[src/sv/jsld_pkg.sv]
// Shared types and constants of the joint stiffness loss detector.
`timescale 1ns / 1ps

package jsld_pkg;

  // Number of joints tracked and the widths that follow from the fields.
  localparam int unsigned NumJoints   = 26;
  localparam int unsigned JointIdxW   = 5;
  localparam int unsigned AngleW      = 16;
  localparam int unsigned CurrentW    = 13;
  localparam int unsigned CountW      = 16;
  localparam int unsigned CfgAddrW    = 3;
  localparam int unsigned CfgDataW    = 26;
  localparam int unsigned InDataW     = 40;
  localparam int unsigned InUserW     = 1;
  localparam int unsigned OutDataW    = 8;

  // Saturation value of the hit and miss counters.
  localparam logic [CountW-1:0] CountMax = {CountW{1'b1}};

  // Configuration register indexes.
  typedef enum logic [CfgAddrW-1:0] {
    CFG_ANGLE_THRESHOLD    = 3'd0,
    CFG_CURRENT_THRESHOLD  = 3'd1,
    CFG_MAX_MISSES         = 3'd2,
    CFG_HITS_FOR_DETECTION = 3'd3,
    CFG_DISABLED_MASK      = 3'd4
  } cfg_addr_e;

  // Configuration register set.
  typedef struct packed {
    logic [AngleW-1:0]    angle_threshold;
    logic [CurrentW-1:0]  current_threshold;
    logic [CountW-1:0]    max_misses;
    logic [CountW-1:0]    hits_for_detection;
    logic [NumJoints-1:0] disabled_mask;
  } cfg_t;

  // One joint sample.
  typedef struct packed {
    logic [JointIdxW-1:0] joint_index;
    logic [AngleW-1:0]    angle_error;
    logic [CurrentW-1:0]  motor_current;
    logic                 body_dead;
    logic                 first_of_frame;
  } sample_t;

  // One result item.
  typedef struct packed {
    logic joint_loss;
    logic frame_loss;
  } result_t;

  // Saturating increment of a counter.
  function automatic logic [CountW-1:0] sat_inc(input logic [CountW-1:0] v);
    sat_inc = (v == CountMax) ? CountMax : v + CountW'(1);
  endfunction

endpackage

[src/sv/jsld_core.sv]
// Per-joint hit and miss counters, frame flag and the loss decision.
`timescale 1ns / 1ps

module jsld_core (
  input  logic             clk_i,
  input  logic             rst_ni,
  input  logic             upd_i,
  input  jsld_pkg::sample_t sample_i,
  input  jsld_pkg::cfg_t    cfg_i,
  output jsld_pkg::result_t result_o
);

  logic [jsld_pkg::CountW-1:0] hit_q  [jsld_pkg::NumJoints];
  logic [jsld_pkg::CountW-1:0] miss_q [jsld_pkg::NumJoints];
  logic                        frame_q, frame_d;

  logic [jsld_pkg::NumJoints-1:0] sel;
  logic [jsld_pkg::CountW-1:0]    hit_rd, miss_rd, hit_nx, miss_nx;
  logic                           disabled, active, loss;

  // Decode the joint index and pick out its counters and mask bit.
  always_comb begin
    hit_rd   = '0;
    miss_rd  = '0;
    disabled = 1'b0;
    for (int j = 0; j < jsld_pkg::NumJoints; j++) begin
      sel[j] = (sample_i.joint_index == jsld_pkg::JointIdxW'(j));
      if (sel[j]) begin
        hit_rd   = hit_q[j];
        miss_rd  = miss_q[j];
        disabled = cfg_i.disabled_mask[j];
      end
    end
  end

  // A sample counts only for an enabled, in-range joint while the body moves.
  assign active = (|sel) && !disabled && !sample_i.body_dead;

  // Hit and miss update, then the miss limit and the detection check.
  always_comb begin
    hit_nx  = hit_rd;
    miss_nx = miss_rd;
    if (sample_i.angle_error > cfg_i.angle_threshold) begin
      if (sample_i.motor_current < cfg_i.current_threshold) begin
        hit_nx  = jsld_pkg::sat_inc(hit_rd);
        miss_nx = '0;
      end
    end else begin
      miss_nx = jsld_pkg::sat_inc(miss_rd);
    end
    if (miss_nx > cfg_i.max_misses) begin
      hit_nx = '0;
    end
    loss = active && (hit_nx > cfg_i.hits_for_detection);
  end

  // Frame flag: cleared by the first sample of a frame, set by any loss.
  always_comb begin
    frame_d = sample_i.first_of_frame ? 1'b0 : frame_q;
    if (loss) begin
      frame_d = 1'b1;
    end
  end

  assign result_o.joint_loss = loss;
  assign result_o.frame_loss = frame_d;

  // Counter bank write-back for the selected joint.
  always_ff @(posedge clk_i or negedge rst_ni) begin
    if (!rst_ni) begin
      for (int j = 0; j < jsld_pkg::NumJoints; j++) begin
        hit_q[j]  <= '0;
        miss_q[j] <= '0;
      end
      frame_q <= 1'b0;
    end else if (upd_i) begin
      for (int j = 0; j < jsld_pkg::NumJoints; j++) begin
        if (sel[j] && active) begin
          hit_q[j]  <= hit_nx;
          miss_q[j] <= miss_nx;
        end
      end
      frame_q <= frame_d;
    end
  end

endmodule

[src/sv/joint_stiffness_loss_detector_unit.sv]
// Top level of the joint stiffness loss detector with stream ports.
// A sample passes the input register, then the result register, where its result sets tvalid.
// One sample per cycle while results flow; the counter read-modify-write is combinational.
// The input register still takes a sample while a result waits, as long as it holds none.
// Reset (rst_ni low, asynchronous) clears all counters, the frame flag,
// the configuration registers and both valid flags.
`timescale 1ns / 1ps

module joint_stiffness_loss_detector_unit (
  input  logic                          clk_i,
  input  logic                          rst_ni,
  // Configuration write port.
  input  logic                          cfg_we_i,
  input  logic [jsld_pkg::CfgAddrW-1:0] cfg_addr_i,
  input  logic [jsld_pkg::CfgDataW-1:0] cfg_wdata_i,
  // Sample stream.
  input  logic                          s_axis_tvalid_i,
  output logic                          s_axis_tready_o,
  // joint_index[4:0], angle_error[20:5], motor_current[33:21], body_dead[34], zero[39:35]
  input  logic [jsld_pkg::InDataW-1:0]  s_axis_tdata_i,
  // first_of_frame[0]
  input  logic [jsld_pkg::InUserW-1:0]  s_axis_tuser_i,
  // Result stream.
  output logic                          m_axis_tvalid_o,
  input  logic                          m_axis_tready_i,
  // joint_loss[0], frame_loss[1], zero[7:2]
  output logic [jsld_pkg::OutDataW-1:0] m_axis_tdata_o
);

  jsld_pkg::cfg_t    cfg_q;
  jsld_pkg::sample_t smp_q;
  jsld_pkg::result_t res_q, res_d;
  logic              smp_vld_q, res_vld_q;
  logic              out_ready, upd, in_acc;

  // Configuration registers.
  always_ff @(posedge clk_i or negedge rst_ni) begin
    if (!rst_ni) begin
      cfg_q <= '0;
    end else if (cfg_we_i) begin
      case (cfg_addr_i)
        jsld_pkg::CFG_ANGLE_THRESHOLD: begin
          cfg_q.angle_threshold <= cfg_wdata_i[jsld_pkg::AngleW-1:0];
        end
        jsld_pkg::CFG_CURRENT_THRESHOLD: begin
          cfg_q.current_threshold <= cfg_wdata_i[jsld_pkg::CurrentW-1:0];
        end
        jsld_pkg::CFG_MAX_MISSES: begin
          cfg_q.max_misses <= cfg_wdata_i[jsld_pkg::CountW-1:0];
        end
        jsld_pkg::CFG_HITS_FOR_DETECTION: begin
          cfg_q.hits_for_detection <= cfg_wdata_i[jsld_pkg::CountW-1:0];
        end
        jsld_pkg::CFG_DISABLED_MASK: begin
          cfg_q.disabled_mask <= cfg_wdata_i[jsld_pkg::NumJoints-1:0];
        end
        default: begin
        end
      endcase
    end
  end

  // Pipeline flow control.
  assign out_ready       = !res_vld_q || m_axis_tready_i;
  assign upd             = smp_vld_q && out_ready;
  assign s_axis_tready_o = !smp_vld_q || out_ready;
  assign in_acc          = s_axis_tvalid_i && s_axis_tready_o;

  // Input register.
  always_ff @(posedge clk_i or negedge rst_ni) begin
    if (!rst_ni) begin
      smp_vld_q <= 1'b0;
    end else if (s_axis_tready_o) begin
      smp_vld_q <= s_axis_tvalid_i;
    end
  end

  always_ff @(posedge clk_i) begin
    if (in_acc) begin
      smp_q.joint_index    <= s_axis_tdata_i[4:0];
      smp_q.angle_error    <= s_axis_tdata_i[20:5];
      smp_q.motor_current  <= s_axis_tdata_i[33:21];
      smp_q.body_dead      <= s_axis_tdata_i[34];
      smp_q.first_of_frame <= s_axis_tuser_i[0];
    end
  end

  // Counter update and loss decision.
  jsld_core u_core (
    .clk_i    (clk_i),
    .rst_ni   (rst_ni),
    .upd_i    (upd),
    .sample_i (smp_q),
    .cfg_i    (cfg_q),
    .result_o (res_d)
  );

  // Result register.
  always_ff @(posedge clk_i or negedge rst_ni) begin
    if (!rst_ni) begin
      res_vld_q <= 1'b0;
    end else if (out_ready) begin
      res_vld_q <= smp_vld_q;
    end
  end

  always_ff @(posedge clk_i) begin
    if (upd) begin
      res_q <= res_d;
    end
  end

  assign m_axis_tvalid_o = res_vld_q;
  assign m_axis_tdata_o  = {6'b0, res_q.frame_loss, res_q.joint_loss};

endmodule

[config.mk]
export PLATFORM = sky130hd
export DESIGN_NAME = joint_stiffness_loss_detector_unit
export DESIGN_NICKNAME = d
export VERILOG_FILES = /design/src/sv/jsld_pkg.sv /design/src/sv/jsld_core.sv /design/src/sv/joint_stiffness_loss_detector_unit.sv
export SDC_FILE = /design/constraint.sdc
export NUM_CORES = 2
export LEC_CHECK = 0
export BUFFER_PORTS_ARGS = -buffer_cell sky130_fd_sc_hd__buf_2
export CAP_MARGIN = 40
export CELL_PAD_IN_SITES_DETAIL_PLACEMENT = 1
export CELL_PAD_IN_SITES_GLOBAL_PLACEMENT = 1
export CORE_MARGIN = 3
export CORE_UTILIZATION = 54
export DETAILED_ROUTE_END_ITERATION = 8
export GPL_TIMING_DRIVEN = 1
export PLACE_DENSITY_LB_ADDON = 0.1
export SYNTH_ARGS = -nofsm -noshare
export SYNTH_HDL_FRONTEND = slang
export SYNTH_SLANG_ARGS = --single-unit
[constraint.sdc]
create_clock -name clk_i -period 20.7 [get_ports clk_i]
set_input_delay 6.21 -clock clk_i [delete_from_list [all_inputs] [get_ports clk_i]]
set_output_delay 6.21 -clock clk_i [all_outputs]
set_load 0.01 [all_outputs]
==> impl_metrics.yaml <==
power_and_ir_drop:
  power.switching_mw: 1.38
  vdd_drop_max_v: 0.0000795
  sw_frac_of_total_pct: 29.4
  p_seq_share_pct: 45.0
  leakage_nw: 22.4
  p_int_mw: 3.32
  p_comb_share_pct: 14.8
  p_clk_share_pct: 40.2
  powerDensity_nw_per_um2: 93.2
  p_total_mw: 4.70
global_route:
  grt_pass1_vias: 42433
  grt_remaining_overflow: 0
  antenna_found_initial: 14
  track_usage_pct: 45.4
  grt_max_degree: 181
  grt_pass1_wl_mm: 288
cells_and_area:
  drive_above_1_share_pct: 13.6
  nFillCells: 9247
  synthToLayoutAreaGrowth_pct: 11.1
  nets: 4898
  final_area_sq_um: 50500
sta:
  timing.final.crit_period_ns: 12.87
  clock.fmax_mhz: 77.7
  drv_slew: 0
  finalSetupTns_ns: 0
  fin_crit_sh_pct: 62.2
  worstMarginPinSlew_ns: 1.12
  hold_violations: 0
  rsz0062_at_grt: "no"
  setup_viol: 0
  skew_ns: 0.0355
  relSlewSlack_pct: 25.5
  whs_ns: 0.474
synthesis:
  synth_cell_types: 107
  ys_ff_latch: 960
  async_flop_share_pct: 96.0
  synth_edf_count: 38
  synth_top_area_share_pct: 50.8
  yosysTopAreaCell: "dfrtp_1"
  synth_cells: 4800
  seq_area_frac_synth_pct: 53.3
  synthTopCellsByCount: "nand2_1 (980), dfrtp_1 (922), o21ai_0 (907)"
  yosysMostFrequentCell: "nand2_1"
  synth_area_sq_um: 45400
  synthFlopType: "dfrtp_1"
  ys_warn_count: 0
  synth_area_leaders: "dfrtp_1 (51%), o21ai_0 (10%), nand2_1 (8.1%), edfxtp_1 (2.5%), mux2_2 (2.0%)"
  avgSynthCellArea_sq_um: 9.46
route:
  drt-initial-drc-count: 4855
  met2_length_mm: 84.9
  drc: 0
  ant_nets: 0
  num_vias: 41492
  routed_wl_mm: 198
  vias_per_cell: 7.00
  drt-met1-wl_mm: 73.1
  wl_per_cell_microns: 33.5
  wl_met3_mm: 21.7
  top_layer: "met5"
  firstDrtPassIters: 6
place:
  post_dp_cell_area_sq_um: 47000
  gp_congestion: 0.939
  port_buffers: 73
  hpwl_mm: 128
floorplan:
  die_area_sq_um: 87600
  core_area_sq_um: 82800
  io_pins: 85
  start_util_pct: 54.9
  die-width_microns: 296
  die_y_microns: 296
  placementRows: 105
clocking:
  cts_made_buffers: 102
  clk_latency_ns: 0.69
  post-cts-setup-buffers: 0
  cts_tree: "built"
  ctsHoldBuffers: 0
  clock_path_buffers: 3
  cts_root_buf: "clkbuf_16"
  path_clk_slew_ns: 0.06
  cts_sinks: 960
  h-tree-depth: 3
  post_cts_resized: 0
setup_path:
  start_kind: "input port"
  cp.arrival_ns: 6.66
  cp_common_cell: "buf_2"
  path_cells: "buf_2 > nand3b_1 > buf_2"
  worst-setup-path-type: "in2out"
  cp_slowest_cell: "nand3b_1"
  endpoint_kind: "output port"
  worst_ep_required_time_ns: 14.49
  worst-r2r-cell-count: 33
  critPathMaxStageDelay_ns: 0.19
  critPathMaxFanout: 3
hold_path:
  hold_path_depth: 2
  hp-class: "reg2reg"
outcome:
  outcome: "finished, final reports clean"
run:
  drv_cap: 0
## flip-flops by register name (all words and copies together), names as in the netlist
name             flops
cfg_q               87
m_axis_tdata_o       2
m_axis_tvalid_o      1
smp_q               36
smp_vld_q            1
u_core.frame_q       1
u_core.hit_q       416
u_core.miss_q      416
## cell families (layout without fill, tap and decap cells)
group	after synthesis	in the layout	synth area share, %
adders and majority gates	62	62	1.71
DFF	960	960	53.3
muxes	99	99	2.40
xor gates and xnor gates	6	6	0.116
buffers and inverters	515	557	5.20
AOI/OAI and AO/OA	1630	1630	21.9
and+or+nand+nor	1527	1527	15.4
other	1	14	0.00826
## layout by cell type (no fill, tap or decap), types with 16 or more instances in the layout
master     count
a21oi_1      161
and3_1        55
or3_1         17
o211ai_1      21
o21ai_2       26
clkbuf_16    104
nand3b_1      17
nor3_1        35
clkbuf_8      19
mux2i_1       17
a22o_1        19
and2_1        19
inv_1        107
mux2_2        81
o21a_1        29
a21o_1        33
nand2_1      957
o21ai_0      907
nor2_1       142
a22oi_1       76
a31oi_1       16
nand4_1       27
buf_2         79
nand3_1       53
o221ai_1      20
nor2b_1       23
clkbuf_1      28
a221oi_1      36
ha_1          62
edfxtp_1      38
buf_4        159
a211oi_1      29
o22ai_1       34
dfrtp_1      922
nand2b_1      25
nand2_2       20
o21ai_1       25
## stage by stage
step	instances	setup slack, ns	utilization [%]
CTS	5916	7.82	60.9
finish	5925	7.83	61.0
global placement	5696	7.86	56.3
floorplan	4805	8.07	-
global route	5918	7.79	60.9
detailed placement	5726	7.83	56.8
## worst max-delay path: cells and delay by family
kind | cells | cell delay [ns]
buffers and inverters | 2 | 0.27
and+or+nand+nor | 1 | 0.19
## routing by layer
metal / global-route usage, % / vias to the layer above
met4: 35.8 / 8
met5: 0 / -
met3: 11.8 / 926
met1: 57.4 / 20871
met2: 66.7 / 2829
li1: - / 16858
## path summary, 6_finish.rpt
path / slack (ns) / start / end
setup / recovery: 7.83 / m_axis_tready_i / s_axis_tready_o
hold / removal: 0.47 / u_core.miss_q[286]$_DFFE_PN0P_ / u_core.miss_q[286]$_DFFE_PN0P_
setup reg to reg: 9.21 / smp_q[34]$_DFFE_PP_ / m_axis_tdata_o[1]$_DFFE_PP_
hold reg to reg: 0.47 / u_core.miss_q[286]$_DFFE_PN0P_ / u_core.miss_q[286]$_DFFE_PN0P_
max in group asynchronous: 12.78 / rst_ni / u_core.miss_q[101]$_DFFE_PN0P_
min in group asynchronous: 5.58 / rst_ni / u_core.hit_q[339]$_DFFE_PN0P_
## power by group through the flow
stage	Clock [mW]	Combinational (mW)	Sequential (mW)
global placement	0	0.626	2.13
detailed placement	0	0.664	2.14
finish	1.89	0.694	2.12
floorplan	0	0.370	2.12
CTS	1.89	0.673	2.11
global route	1.97	0.737	2.13
## cell type report
| cell class | instances | area [sq um] | area share [%] |
|---|---|---|---|
| clock inverters | 39 | 422 | 0.836 |
| flip-flops and latches | 960 | 24200 | 48.0 |
| repair buffers | 259 | 2020 | 4.01 |
| inverters | 108 | 405 | 0.804 |
| diodes | 8 | 20.0 | 0.0397 |
| clock buffers | 151 | 2970 | 5.88 |
| multi-input cells | 3330 | 19100 | 37.8 |
| well taps | 1070 | 1340 | 2.65 |
(Power assumes the default switching activity.)
